==> src/assert_macros.svh <==
// ---------------------------------------------------------------------------
// Assertion macros
// Short forms for the concurrent checks used across the tracker.
// ---------------------------------------------------------------------------
`ifndef ASSERT_MACROS_SVH
`define ASSERT_MACROS_SVH

// Check that a property holds on every rising edge outside reset
`define ASSERT_CHECK(label, clk, rst, prop) \
   label: assert property (@(posedge clk) disable iff (rst) prop) \
      else $error("assertion failed: %m");

// Check that a condition never occurs outside reset
`define ASSERT_NEVER(label, clk, rst, expr) \
   `ASSERT_CHECK(label, clk, rst, !(expr))

`endif

==> src/ept_pkg.sv <==
// ---------------------------------------------------------------------------
// Encoder tracker package
// Request codes, internal command types and the execute snapshot.
// ---------------------------------------------------------------------------
package ept_pkg;

   // Request codes carried on req_tuser
   localparam logic [2:0] REQ_TICK    = 3'd0;
   localparam logic [2:0] REQ_CAPTURE = 3'd1;
   localparam logic [2:0] REQ_SET     = 3'd2;
   localparam logic [2:0] REQ_ADD     = 3'd3;
   localparam logic [2:0] REQ_ENABLE  = 3'd4;
   localparam logic [2:0] REQ_DISABLE = 3'd5;

   // Depth of the command queue between front and execute
   localparam int QUEUE_DEPTH = 2;

   typedef enum logic [2:0] {
      OP_TICK,
      OP_CAPTURE,
      OP_SET,
      OP_ADD,
      OP_ENABLE,
      OP_DISABLE,
      OP_NONE
   } op_type;

   typedef struct packed {
      op_type      op;
      logic [15:0] hw_count;
      logic [31:0] value;
   } cmd_type;

   // State after one item, handed to the output stage
   typedef struct packed {
      logic [31:0] accum;
      logic [31:0] offset;
      logic [31:0] index_base;
      logic [31:0] vel_diff;
      logic        index_seen;
      logic [15:0] steps;
      logic [31:0] offset_change;
   } snap_type;

   function automatic logic [31:0] sext16(input logic [15:0] v);
      return {{16{v[15]}}, v};
   endfunction

endpackage

==> src/ept_front.sv <==
// ---------------------------------------------------------------------------
// Encoder tracker front end
// Accepts request items and classifies them into internal commands.
// ---------------------------------------------------------------------------
module ept_front
   import ept_pkg::*;
(
   input  logic        reset,
   input  logic        req_tvalid,
   output logic        req_tready,
   input  logic [47:0] req_tdata,
   input  logic [2:0]  req_tuser,
   input  logic        q_full,
   output logic        q_push,
   output cmd_type     q_cmd
);

   op_type op;

   // Decode the request kind
   always_comb begin
      unique case (req_tuser)
         REQ_TICK:    op = OP_TICK;
         REQ_CAPTURE: op = OP_CAPTURE;
         REQ_SET:     op = OP_SET;
         REQ_ADD:     op = OP_ADD;
         REQ_ENABLE:  op = OP_ENABLE;
         REQ_DISABLE: op = OP_DISABLE;
         default:     op = OP_NONE;
      endcase
   end

   // Take an item whenever the queue has room and reset is low
   assign req_tready     = !q_full && !reset;
   assign q_push         = req_tvalid && req_tready;
   assign q_cmd.op       = op;
   assign q_cmd.hw_count = req_tdata[15:0];
   assign q_cmd.value    = req_tdata[47:16];

endmodule

==> src/ept_queue.sv <==
// ---------------------------------------------------------------------------
// Encoder tracker command queue
// Short queue that decouples the front end from the execute stage.
// ---------------------------------------------------------------------------
`include "assert_macros.svh"

module ept_queue
   import ept_pkg::*;
(
   input  logic    clock,
   input  logic    reset,
   input  logic    push,
   input  cmd_type push_cmd,
   output logic    full,
   input  logic    pop,
   output logic    pop_valid,
   output cmd_type pop_cmd
);

   localparam int PTR_W = (QUEUE_DEPTH > 1) ? $clog2(QUEUE_DEPTH) : 1;
   localparam int CNT_W = $clog2(QUEUE_DEPTH + 1);

   cmd_type            slot_ff [QUEUE_DEPTH];
   logic [PTR_W-1:0]   wr_ptr_ff, wr_ptr_in;
   logic [PTR_W-1:0]   rd_ptr_ff, rd_ptr_in;
   logic [CNT_W-1:0]   count_ff,  count_in;

   assign full      = (count_ff == CNT_W'(QUEUE_DEPTH));
   assign pop_valid = (count_ff != '0);
   assign pop_cmd   = slot_ff[rd_ptr_ff];

   // Advance pointers and count
   always_comb begin
      wr_ptr_in = wr_ptr_ff;
      rd_ptr_in = rd_ptr_ff;
      count_in  = count_ff;
      if (push) begin
         wr_ptr_in = (wr_ptr_ff == PTR_W'(QUEUE_DEPTH - 1)) ? '0 : wr_ptr_ff + 1'b1;
      end
      if (pop) begin
         rd_ptr_in = (rd_ptr_ff == PTR_W'(QUEUE_DEPTH - 1)) ? '0 : rd_ptr_ff + 1'b1;
      end
      if (push && !pop) begin
         count_in = count_ff + 1'b1;
      end else if (pop && !push) begin
         count_in = count_ff - 1'b1;
      end
   end

   always_ff @(posedge clock) begin
      if (reset) begin
         wr_ptr_ff <= '0;
         rd_ptr_ff <= '0;
         count_ff  <= '0;
      end else begin
         wr_ptr_ff <= wr_ptr_in;
         rd_ptr_ff <= rd_ptr_in;
         count_ff  <= count_in;
      end
   end

   // Store the pushed command
   always_ff @(posedge clock) begin
      if (push) begin
         slot_ff[wr_ptr_ff] <= push_cmd;
      end
   end

   `ASSERT_NEVER(a_no_push_full, clock, reset, push && full)
   `ASSERT_NEVER(a_no_pop_empty, clock, reset, pop && !pop_valid)

endmodule

==> src/ept_exec.sv <==
// ---------------------------------------------------------------------------
// Encoder tracker execute stage
// Applies one command per cycle, barring stalls, to position, index, velocity.
// ---------------------------------------------------------------------------
`include "assert_macros.svh"

module ept_exec
   import ept_pkg::*;
#(
   parameter int HISTORY_DEPTH = 8
)
(
   input  logic     clock,
   input  logic     reset,
   input  logic     cmd_valid,
   input  cmd_type  cmd,
   output logic     cmd_pop,
   output logic     snap_valid,
   input  logic     snap_ready,
   output snap_type snap
);

   localparam int PTR_W = (HISTORY_DEPTH > 1) ? $clog2(HISTORY_DEPTH) : 1;

   // Architectural state
   logic [31:0]      accum_ff,    accum_in;
   logic [31:0]      offset_ff,   offset_in;
   logic [15:0]      last_hw_ff,  last_hw_in;
   logic [PTR_W-1:0] ptr_ff,      ptr_in;
   logic             enabled_ff,  enabled_in;
   logic             pending_ff,  pending_in;
   logic [15:0]      capture_ff,  capture_in;
   logic [31:0]      base_ff,     base_in;
   logic             seen_ff,     seen_in;
   logic [31:0]      diff_ff,     diff_in;
   logic [15:0]      steps_ff,    steps_in;

   // Ring of past positions: memory plus per-entry valid flags and seed
   logic [31:0]      ring_mem [HISTORY_DEPTH];
   logic             ring_valid_ff [HISTORY_DEPTH];
   logic [31:0]      seed_ff,     seed_in;
   logic [31:0]      head_data_ff;
   logic             head_valid_ff;

   logic             snap_valid_ff;
   snap_type         snap_ff, snap_in;

   logic             fire;
   logic             ring_we;
   logic             ring_clear;
   logic [PTR_W-1:0] ptr_next;
   logic [PTR_W-1:0] rd_addr;
   logic [15:0]      steps_calc;
   logic [31:0]      accum_tick;
   logic [31:0]      ring_old;
   logic [31:0]      new_offset;
   logic [31:0]      change;

   assign fire       = cmd_valid && (!snap_valid_ff || snap_ready);
   assign cmd_pop    = fire;
   assign snap_valid = snap_valid_ff;
   assign snap       = snap_ff;

   assign ptr_next   = (ptr_ff == PTR_W'(HISTORY_DEPTH - 1)) ? '0 : ptr_ff + 1'b1;
   assign steps_calc = cmd.hw_count - last_hw_ff;
   assign accum_tick = accum_ff + sext16(steps_calc);
   assign ring_old   = head_valid_ff ? head_data_ff : seed_ff;
   assign new_offset = cmd.value - accum_ff;

   // Work out the next state for the command at the head of the queue
   always_comb begin
      accum_in   = accum_ff;
      offset_in  = offset_ff;
      last_hw_in = last_hw_ff;
      ptr_in     = ptr_ff;
      enabled_in = enabled_ff;
      pending_in = pending_ff;
      capture_in = capture_ff;
      base_in    = base_ff;
      seen_in    = seen_ff;
      diff_in    = diff_ff;
      steps_in   = steps_ff;
      seed_in    = seed_ff;
      change     = '0;
      ring_we    = 1'b0;
      ring_clear = 1'b0;
      if (fire) begin
         unique case (cmd.op)
            OP_TICK: begin
               if (enabled_ff) begin
                  steps_in   = steps_calc;
                  seen_in    = pending_ff;
                  if (pending_ff) begin
                     base_in    = accum_ff + sext16(capture_ff) - sext16(last_hw_ff);
                     pending_in = 1'b0;
                  end
                  last_hw_in = cmd.hw_count;
                  accum_in   = accum_tick;
                  diff_in    = accum_tick - ring_old;
                  ring_we    = 1'b1;
                  ptr_in     = ptr_next;
               end
            end
            OP_CAPTURE: begin
               if (enabled_ff && !pending_ff) begin
                  capture_in = cmd.hw_count;
                  pending_in = 1'b1;
               end
            end
            OP_SET: begin
               change    = new_offset - offset_ff;
               offset_in = new_offset;
            end
            OP_ADD: begin
               offset_in = offset_ff + cmd.value;
            end
            OP_ENABLE: begin
               last_hw_in = cmd.hw_count;
               seed_in    = sext16(cmd.hw_count);
               ring_clear = 1'b1;
               ptr_in     = '0;
               diff_in    = '0;
               enabled_in = 1'b1;
            end
            OP_DISABLE: begin
               enabled_in = 1'b0;
               seen_in    = 1'b0;
               pending_in = 1'b0;
               diff_in    = '0;
            end
            default: ;
         endcase
      end
   end

   // Keep the ring head pointing at the entry the next tick will replace
   assign rd_addr = ring_we ? ptr_next : (ring_clear ? '0 : ptr_ff);

   always_comb begin
      snap_in.accum         = accum_in;
      snap_in.offset        = offset_in;
      snap_in.index_base    = base_in;
      snap_in.vel_diff      = diff_in;
      snap_in.index_seen    = seen_in;
      snap_in.steps         = steps_in;
      snap_in.offset_change = change;
   end

   // Hold state and control
   always_ff @(posedge clock) begin
      if (reset) begin
         accum_ff      <= '0;
         offset_ff     <= '0;
         last_hw_ff    <= '0;
         ptr_ff        <= '0;
         enabled_ff    <= 1'b0;
         pending_ff    <= 1'b0;
         capture_ff    <= '0;
         base_ff       <= '0;
         seen_ff       <= 1'b0;
         diff_ff       <= '0;
         steps_ff      <= '0;
         seed_ff       <= '0;
         head_valid_ff <= 1'b0;
         snap_valid_ff <= 1'b0;
         for (int i = 0; i < HISTORY_DEPTH; i++) begin
            ring_valid_ff[i] <= 1'b0;
         end
      end else begin
         accum_ff   <= accum_in;
         offset_ff  <= offset_in;
         last_hw_ff <= last_hw_in;
         ptr_ff     <= ptr_in;
         enabled_ff <= enabled_in;
         pending_ff <= pending_in;
         capture_ff <= capture_in;
         base_ff    <= base_in;
         seen_ff    <= seen_in;
         diff_ff    <= diff_in;
         steps_ff   <= steps_in;
         seed_ff    <= seed_in;
         if (!snap_valid_ff || snap_ready) begin
            snap_valid_ff <= fire;
         end
         // Drop all ring entries back to the seed on enable
         if (ring_clear) begin
            for (int i = 0; i < HISTORY_DEPTH; i++) begin
               ring_valid_ff[i] <= 1'b0;
            end
            head_valid_ff <= 1'b0;
         end else if (ring_we) begin
            ring_valid_ff[ptr_ff] <= 1'b1;
            head_valid_ff <= (rd_addr == ptr_ff) ? 1'b1 : ring_valid_ff[rd_addr];
         end else begin
            head_valid_ff <= ring_valid_ff[rd_addr];
         end
      end
   end

   // Ring memory: one write and one registered read per cycle
   always_ff @(posedge clock) begin
      if (ring_we) begin
         ring_mem[ptr_ff] <= accum_tick;
      end
      if (ring_we && (rd_addr == ptr_ff)) begin
         head_data_ff <= accum_tick;
      end else begin
         head_data_ff <= ring_mem[rd_addr];
      end
   end

   // Capture the result snapshot
   always_ff @(posedge clock) begin
      if (fire) begin
         snap_ff <= snap_in;
      end
   end

   `ASSERT_CHECK(a_enable_restarts_ring, clock, reset,
      (fire && cmd.op == OP_ENABLE) |=> (ptr_ff == '0 && !head_valid_ff && diff_ff == '0))
   `ASSERT_CHECK(a_disable_clears_flags, clock, reset,
      (fire && cmd.op == OP_DISABLE) |=> (!enabled_ff && !seen_ff && !pending_ff))

endmodule

==> src/ept_output.sv <==
// ---------------------------------------------------------------------------
// Encoder tracker output stage
// Forms the reported sums and the scaled velocity in the result register.
// ---------------------------------------------------------------------------
module ept_output
   import ept_pkg::*;
#(
   parameter int HISTORY_DEPTH = 8,
   parameter int SAMPLE_RATE   = 5000
)
(
   input  logic         clock,
   input  logic         reset,
   input  logic         snap_valid,
   output logic         snap_ready,
   input  snap_type     snap,
   output logic         rsp_tvalid,
   input  logic         rsp_tready,
   output logic [143:0] rsp_tdata,
   output logic [0:0]   rsp_tuser
);

   localparam logic [31:0] VEL_SCALE = 32'(SAMPLE_RATE / HISTORY_DEPTH);

   logic         valid_ff;
   logic [31:0]  position_ff;
   logic [31:0]  index_pos_ff;
   logic [31:0]  velocity_ff;
   logic         detected_ff;
   logic [15:0]  steps_ff;
   logic [31:0]  change_ff;
   logic [31:0]  vel_product;
   logic         load;

   assign load        = snap_valid && (!valid_ff || rsp_tready);
   assign snap_ready  = !valid_ff || rsp_tready;
   assign vel_product = snap.vel_diff * VEL_SCALE;

   always_ff @(posedge clock) begin
      if (reset) begin
         valid_ff <= 1'b0;
      end else if (!valid_ff || rsp_tready) begin
         valid_ff <= snap_valid;
      end
   end

   // Load the result register
   always_ff @(posedge clock) begin
      if (load) begin
         position_ff  <= snap.accum + snap.offset;
         index_pos_ff <= snap.index_base + snap.offset;
         velocity_ff  <= vel_product;
         detected_ff  <= snap.index_seen;
         steps_ff     <= snap.steps;
         change_ff    <= snap.offset_change;
      end
   end

   assign rsp_tvalid = valid_ff;
   assign rsp_tdata  = {change_ff, steps_ff, velocity_ff, index_pos_ff, position_ff};
   assign rsp_tuser  = detected_ff;

endmodule

==> src/encoder_position_velocity_tracker.sv <==
// Path: queue, execute snapshot register, result register; stalls can hold each.
// Throughput: one item per cycle while responses do not stall, set by the execute
// stage, with the ring memory read ahead, registered, at the next slot to replace.
// Reset: synchronous; the tracker state, queue pointers and ring valid flags clear
// together, so items are taken right after reset with no clearing pass.
// ---------------------------------------------------------------------------
// Encoder position and velocity tracker
// Extends a 16-bit quadrature count to a 32-bit position with offset, index
// capture and a ring-based velocity estimate.
// ---------------------------------------------------------------------------
module encoder_position_velocity_tracker
   import ept_pkg::*;
#(
   parameter int HISTORY_DEPTH = 8,
   parameter int SAMPLE_RATE   = 5000
)
(
   input  logic         clock,
   input  logic         reset,
   input  logic         req_tvalid,
   output logic         req_tready,
   input  logic [47:0]  req_tdata,   // hw_count[15:0], value[47:16]
   input  logic [2:0]   req_tuser,   // req_type[2:0]
   output logic         rsp_tvalid,
   input  logic         rsp_tready,
   output logic [143:0] rsp_tdata,   // position[31:0], index_position[63:32],
                                     // velocity[95:64], steps_last[111:96],
                                     // offset_change[143:112]
   output logic [0:0]   rsp_tuser    // index_detected[0]
);

   logic     q_push;
   logic     q_full;
   cmd_type  q_in_cmd;
   logic     q_pop;
   logic     q_valid;
   cmd_type  q_out_cmd;
   logic     snap_valid;
   logic     snap_ready;
   snap_type snap;

   ept_front u_front (
      .reset      (reset),
      .req_tvalid (req_tvalid),
      .req_tready (req_tready),
      .req_tdata  (req_tdata),
      .req_tuser  (req_tuser),
      .q_full     (q_full),
      .q_push     (q_push),
      .q_cmd      (q_in_cmd)
   );

   ept_queue u_queue (
      .clock     (clock),
      .reset     (reset),
      .push      (q_push),
      .push_cmd  (q_in_cmd),
      .full      (q_full),
      .pop       (q_pop),
      .pop_valid (q_valid),
      .pop_cmd   (q_out_cmd)
   );

   ept_exec #(
      .HISTORY_DEPTH (HISTORY_DEPTH)
   ) u_exec (
      .clock      (clock),
      .reset      (reset),
      .cmd_valid  (q_valid),
      .cmd        (q_out_cmd),
      .cmd_pop    (q_pop),
      .snap_valid (snap_valid),
      .snap_ready (snap_ready),
      .snap       (snap)
   );

   ept_output #(
      .HISTORY_DEPTH (HISTORY_DEPTH),
      .SAMPLE_RATE   (SAMPLE_RATE)
   ) u_output (
      .clock      (clock),
      .reset      (reset),
      .snap_valid (snap_valid),
      .snap_ready (snap_ready),
      .snap       (snap),
      .rsp_tvalid (rsp_tvalid),
      .rsp_tready (rsp_tready),
      .rsp_tdata  (rsp_tdata),
      .rsp_tuser  (rsp_tuser)
   );

endmodule

==> config.mk <==
export PLATFORM = sky130hd
export DESIGN_NAME = encoder_position_velocity_tracker
export DESIGN_NICKNAME = d
export VERILOG_FILES = /design/src/ept_pkg.sv /design/src/ept_front.sv /design/src/ept_queue.sv /design/src/ept_exec.sv /design/src/ept_output.sv /design/src/encoder_position_velocity_tracker.sv
export VERILOG_INCLUDE_DIRS = /design/src /design/src/src
export SDC_FILE = /design/constraint.sdc
export NUM_CORES = 2
export LEC_CHECK = 0
export ABC_AREA = 1
export BUFFER_PORTS_ARGS = -buffer_cell sky130_fd_sc_hd__clkbuf_2
export CAP_MARGIN = 25
export CORE_ASPECT_RATIO = 1.5
export CORE_MARGIN = 10
export CORE_UTILIZATION = 65
export CTS_BUF_LIST = sky130_fd_sc_hd__clkbuf_8
export CTS_CLUSTER_DIAMETER = 80
export DETAILED_ROUTE_END_ITERATION = 12
export PLACE_DENSITY = 0.9
export SYNTH_ARGS = -nofsm -noshare
export SYNTH_HDL_FRONTEND = slang
export SYNTH_SLANG_ARGS = --single-unit
==> constraint.sdc <==
create_clock -name clock -period 15.4 [get_ports clock]
set_input_delay 3.08 -clock clock [delete_from_list [all_inputs] [get_ports clock]]
set_output_delay 3.08 -clock clock [all_outputs]
set_load 0.005 [all_outputs]
; Word-level counts from Yosys, hierarchy flattened
; Memory sizes are Yosys's and may differ from the RTL's. A register that Yosys moved wholly into a read port is not among the register bits.
; Cells that the tools add are included.
[classes]
bitwise_logic = 8
n_mux = 67
multipliers = 1
n_reduce_logical = 31
n_eq_ne = 15
addsub = 15
[ops]
columns = operator, n
row1 = 32-bit two-way mux, 11
row2 = 32-bit adder, 5
row3 = 32-bit one-hot mux with 2 select lines, 2
row4 = 32-bit subtractor, 4
row5 = 16-bit two-way mux, 4
row6 = 1-bit two-way mux, 37
row7 = 32-bit by 10-bit multiplier with 32-bit output (second input constant), 1
row8 = 16-bit one-hot mux with 2 select lines, 1
row9 = 3-bit one-hot mux with 6 select lines, 1
row10 = 16-bit subtractor, 1
row11 = 3-bit equality test (second input constant), 5
row12 = 3-bit two-way mux, 5
row13 = 3-bit by 2-bit equality test with 1-bit output (second input constant), 4
row14 = 1-bit OR, 8
row15 = 2-bit nonzero test, 4
row16 = 1-bit logical AND, 7
row17 = 1-bit zero test, 7
row18 = 3-bit by 1-bit equality test with 1-bit output (second input constant), 2
row19 = 3-bit zero test, 2
row20 = 3-bit one-hot mux with 2 select lines, 1
row21 = 3-bit AND reduction, 2
row22 = 2-bit two-way mux, 2
row23 = 2-bit by 1-bit != test with 1-bit output (second input constant), 2
row24 = 1-bit one-hot mux with 2 select lines, 2
row25 = other kinds (13), 17
[totals]
elab_cells = 171
mem_count = 3
input_bits = 55
output_inout_bits = 147
regBits = 527
mem_bits_rw = 366
[mem_list]
columns = memory, depth, word_bits, read_ports, rd_ports_with_merged_regs, wr, line
row1 = u_exec.ring_mem, 8, 32, 1, 1, 1, ept_exec.sv:39  ; logic [31:0] ring_mem [HISTORY_DEPTH];
row2 = u_queue.slot_ff, 2, 51, 1, 1, 1, ept_queue.sv:23  ; cmd_type slot_ff [QUEUE_DEPTH];
row3 = u_exec.ring_valid_ff, 8, 1, 1, 0, 8, ept_exec.sv:40  ; logic ring_valid_ff [HISTORY_DEPTH];

; Logic depth before layout (Yosys ltp)
[depth]
depth_word = 11
ltp_mapped = 42
depth_no_buf = 41

; By module
; From an unflattened synthesis, not the netlist that was laid out.
[unflattened]
cells_unflattened = 6397
hier_area_um2 = 55436.9
[by_module_without_submodules]
columns = module, instances, seq_area_each_um2, cells_each, area_each_um2
row1 = ept_exec, 1, 17807.1, 4332, 36993.0
row2 = ept_output, 1, 4374.2, 1816, 13878.3
row3 = ept_queue, 1, 3163.0, 192, 4162.7
row4 = ept_front, 1, 0.0, 57, 402.9

; Worst setup path before layout
; OpenSTA, ideal clock, no wires.
[synth_path]
path_type = input port to flip-flop
from = input port rsp_tready
to = register u_output.change_ff[0] (enable)
stages = 2
path_buffers = 0
arrival_ps = 10089
t_required_ps = 14703
setup_ps = 697
slack_ps = 4614
path_cell_list = inv_1 a21oi_1
[synth_between]
elab_chain_cells = 2
[synth_rtl]
columns = item, line
row1 = "start, declared", encoder_position_velocity_tracker.sv:25  ; input logic rsp_tready,
row2 = 1-bit logical OR, ept_output.sv:35  ; assign load = snap_valid && (!valid_ff || rsp_tready);
row3 = 1-bit logical AND, ept_output.sv:35
row4 = named net u_output.load, ept_output.sv:33  ; logic load;
row5 = "end signal, assigned", ept_output.sv:55  ; change_ff <= snap.offset_change;
row6 = "end, declared", ept_output.sv:31  ; logic [31:0] change_ff;
; The timed path passes the listed nets, and every way through them passes these cells.
; A chain may end at the register's enable or synchronous reset.

==> implementation parameters <==
Parameter                              Value

STA
  Clk_skew    0.06505 ns
  Count of final hold-check violations    0
  Setup tns final    0 ns
  RSZ-0062 raised after global routing    no
  Worst setup margin    8.009 ns
  Fin. max-slew vios    0
  Count of final setup violators    0
  Clock period minus worst slack    7.391 ns
  Worst-case headroom to the max-slew limit    19.66%
  Achievable Freq    135.3 MHz
  Slew @ Worst Pin    1.201 ns
  Final clock period utilization by the worst path    47.99%

Finish
  Layout overhead on the synthesized area    10.15%
  Filler cell count    5,510
  Most common cell after layout, fill and taps aside    sky130_fd_sc_hd__nand2_1
  Net count, final    6,379
  Area of the multi-input gates    23,160 um2
  Sequential cell area    25,350 um2
  Layout cell share with drive strength beyond 1    9.328%
  Top library cells by usage in the layout, fill and taps aside    sky130_fd_sc_hd__nand2_1 (1,056), sky130_fd_sc_hd__inv_1 (769), sky130_fd_sc_hd__edfxtp_1 (680)

Setup path
  Largest driver fanout on the critical path    19
  WP data arrival    7.97 ns
  Buf/Inv on CP    2
  Critical path type    flip-flop to flip-flop
  Cell family with most CP delay    compound AO/OA/AOI/OAI gates
  Required time worst endpoint    15.98 ns
  Slowest cell delay on critical path    0.83 ns
  Cell occurring most often along the worst timing path    sky130_fd_sc_hd__nand2_1
  CP max-delay cell    sky130_fd_sc_hd__xnor2_1
  Startpoint kind of the worst setup timing path    flip-flop
  Endpoint kind of the worst setup timing path    flip-flop

Placed design
  Post-Place Worst Slack    7.601 ns
  Weighted congestion at the end of routability-driven global placement    1.010
  Half-perimeter wire length after detailed placement    115,100 um
  Count of port buffers added during placement    201

Worst hold path
  Path class of the lowest-slack min-delay path    flip-flop to flip-flop

Clock tree
  Clock slew at the register clock pins of the worst setup and hold paths    0.07 ns
  Maximum buffer depth of the clock tree    3
  Number of buffers inserted to repair setup after CTS    0
  Worst-Skew Late Latency    0.88 ns
  Buffer type at the clock tree root    sky130_fd_sc_hd__clkbuf_8
  CTS hold repair buffers    0
  Clock tree from TritonCTS    done
  Post-CTS Resized    0
  CTS H-Tree Depth    4
  Clock sink count    926
  Inserted Clock Buffers    140

Routing
  Via total after detailed routing    42,702
  Overall routed net length    158,000 um
  Average via count per standard cell    6.085
  Router iterations before antenna repair    8
  DRC Markers    0
  Number of DRC markers in iteration 0    4,156
  Number of nets still failing antenna checks after routing    0
  Routed wirelength normalized by instance count    22.51 um

Synth
  Dominant cells by area after synthesis    sky130_fd_sc_hd__edfxtp_1 (39%), sky130_fd_sc_hd__dfxtp_1 (9.5%), sky130_fd_sc_hd__ha_1 (8.2%), sky130_fd_sc_hd__nand2_1 (7.7%), sky130_fd_sc_hd__a21oi_1 (5.4%)
  Sequential share of the synthesized area    48.93%
  Number of synthesized flops with an enable pin    680
  Fraction of synthesis flops using an asynchronous set or reset pin    0%
  Synth Cell Area    51,790 um2
  Cell accounting for the most synthesized area    sky130_fd_sc_hd__edfxtp_1
  Warning count from the yosys run    0
  Seq cells post-synth    926
  Post-Syn Nets    6,120
  Commonest register cell after synthesis    sky130_fd_sc_hd__edfxtp_1
  Post-synth top area share    39.42%
  Cells after synthesis    5,615
  Distinct cell type count of the synthesized netlist    58
  Per-instance average area after synthesis    9.224 um2

Floorplanning
  Die width    250.5 um
  Number of primary I/O pins    202
  Site Rows    126
  Initial core utilization    65.71%
  Die area    91,610 um2
  Floorplan core area    78,830 um2
  Height of the die    365.7 um

Global routing
  Total congestion overflow    0
  First-pass GRT wire length    240,600 um
  Initial antenna violation count    6
  Overall fraction of global-route tracks in use    33.95%
  Via count of the first global-routing pass    43,726
  Largest net degree at the start of global routing    114

Run
  Number of maximum-capacitance constraint violations    0

Run status
  Outcome    finished, final reports clean
==> metrics by stage <==
step | hold slack (ns) | util, % | instance area [um2] | cells
floorplan | 0.4003 | - | 51790 | 5615
global placement | 0.4029 | 68.38 | 53900 | 6751
detailed placement | 0.4045 | 68.41 | 53930 | 6752
CTS | 0.4191 | 72.29 | 56980 | 7013
global route | 0.4287 | 72.38 | 57050 | 7018
finish | 0.4185 | 72.38 | 57050 | 7018
==> worst paths after layout <==
path | slack, ns | depth (start not counted) | to | start
hold reg to reg | 0.42 | 0 | u_output.change_ff[23]$_DFFE_PP_ | u_exec.snap[23]$_SDFFCE_PP0P_
setup reg to reg | 8.01 | 30 | u_exec.snap[79]$_DFFE_PP_ | flip-flop
setup / recovery | 8.01 | 30 | u_exec.snap[79]$_DFFE_PP_ | flip-flop
hold / removal | 0.42 | 0 | u_output.change_ff[23]$_DFFE_PP_ | u_exec.snap[23]$_SDFFCE_PP0P_
==> metal layers <==
metal,vias up,track usage (%),wire length (um),part of all wire [%]
met5,-,0,42,0.027
met4,8,28.15,15150,9.6
met3,770,6.769,12290,7.8
met2,2345,59.84,79750,50
met1,19965,34.01,50750,32
li1,19614,-,-,-
==> registers in the layout, indices dropped and copies added, names as in the netlist, 32 cells and up, named ones only <==
signal and cells:
u_exec.offset_ff 32, u_exec.head_data_ff 32, u_exec.diff_ff 32, u_output.velocity_ff 32, u_output.position_ff 32, u_output.change_ff 32, u_exec.accum_ff 32, u_exec.ring_mem 256
u_queue.slot_ff 102, u_output.index_pos_ff 32, u_exec.snap 177, u_exec.base_ff 32
==> logic make-up (layout without fill, tap and decap cells) <==
logic type / Yosys count / count (layout) / synth area share (%)
and+or+nand+nor: 1890 / 1890 / 14.83
AOI/OAI and AO/OA: 1234 / 1234 / 12.92
other: 0 / 1 / 0
DFF: 926 / 926 / 48.93
muxes: 51 / 51 / 1.094
buffers and inverters: 870 / 1248 / 6.491
adders and majority gates: 450 / 450 / 12.45
xor gates and xnor gates: 194 / 194 / 3.281
==> area by class of cell <==
type | instances | share of cell area [%]
Clock inverter | 108 | 1.658
Clock buffer | 153 | 3.691
Inverter | 739 | 4.882
Antenna cell | 1 | 0.004386
Sequential cell | 926 | 44.43
Tap cell | 1024 | 2.246
Timing Repair Buffer | 248 | 2.491
Multi-Input combinational cell | 3819 | 40.60
==> cell usage after synthesis, types with 6 or more instances <==
| cell | number |
|---|---|
| sky130_fd_sc_hd__nor4_1 | 17 |
| sky130_fd_sc_hd__xnor2_1 | 66 |
| sky130_fd_sc_hd__or2_2 | 18 |
| sky130_fd_sc_hd__a31oi_1 | 59 |
| sky130_fd_sc_hd__o31ai_1 | 7 |
| sky130_fd_sc_hd__o22ai_1 | 38 |
| sky130_fd_sc_hd__fa_1 | 109 |
| sky130_fd_sc_hd__o211ai_1 | 14 |
| sky130_fd_sc_hd__a21oi_1 | 563 |
| sky130_fd_sc_hd__nand3_1 | 172 |
| sky130_fd_sc_hd__a221oi_1 | 6 |
| sky130_fd_sc_hd__buf_2 | 32 |
| sky130_fd_sc_hd__nand4_1 | 33 |
| sky130_fd_sc_hd__dfxtp_1 | 246 |
| sky130_fd_sc_hd__nor3_1 | 43 |
| sky130_fd_sc_hd__clkbuf_1 | 76 |
| sky130_fd_sc_hd__buf_1 | 14 |
| sky130_fd_sc_hd__o21a_1 | 24 |
| sky130_fd_sc_hd__a21o_1 | 13 |
| sky130_fd_sc_hd__o21ai_0 | 386 |
| sky130_fd_sc_hd__inv_2 | 7 |
| sky130_fd_sc_hd__nor2_1 | 507 |
| sky130_fd_sc_hd__ha_1 | 341 |
| sky130_fd_sc_hd__buf_6 | 6 |
| sky130_fd_sc_hd__o221ai_1 | 11 |
| sky130_fd_sc_hd__nand2_2 | 9 |
| sky130_fd_sc_hd__mux2_2 | 45 |
| sky130_fd_sc_hd__a211oi_1 | 12 |
| sky130_fd_sc_hd__and2_1 | 14 |
| sky130_fd_sc_hd__a21boi_0 | 11 |
| sky130_fd_sc_hd__nand3b_1 | 9 |
| sky130_fd_sc_hd__xor2_1 | 128 |
| sky130_fd_sc_hd__o21ai_1 | 49 |
| sky130_fd_sc_hd__o21bai_1 | 19 |
| sky130_fd_sc_hd__edfxtp_1 | 680 |
| sky130_fd_sc_hd__inv_1 | 730 |
| sky130_fd_sc_hd__mux2i_1 | 6 |
| sky130_fd_sc_hd__nand2_1 | 1057 |
Power is not shown: default switching activity piles up to over one toggle a cycle in this logic, so the estimate is an artifact.
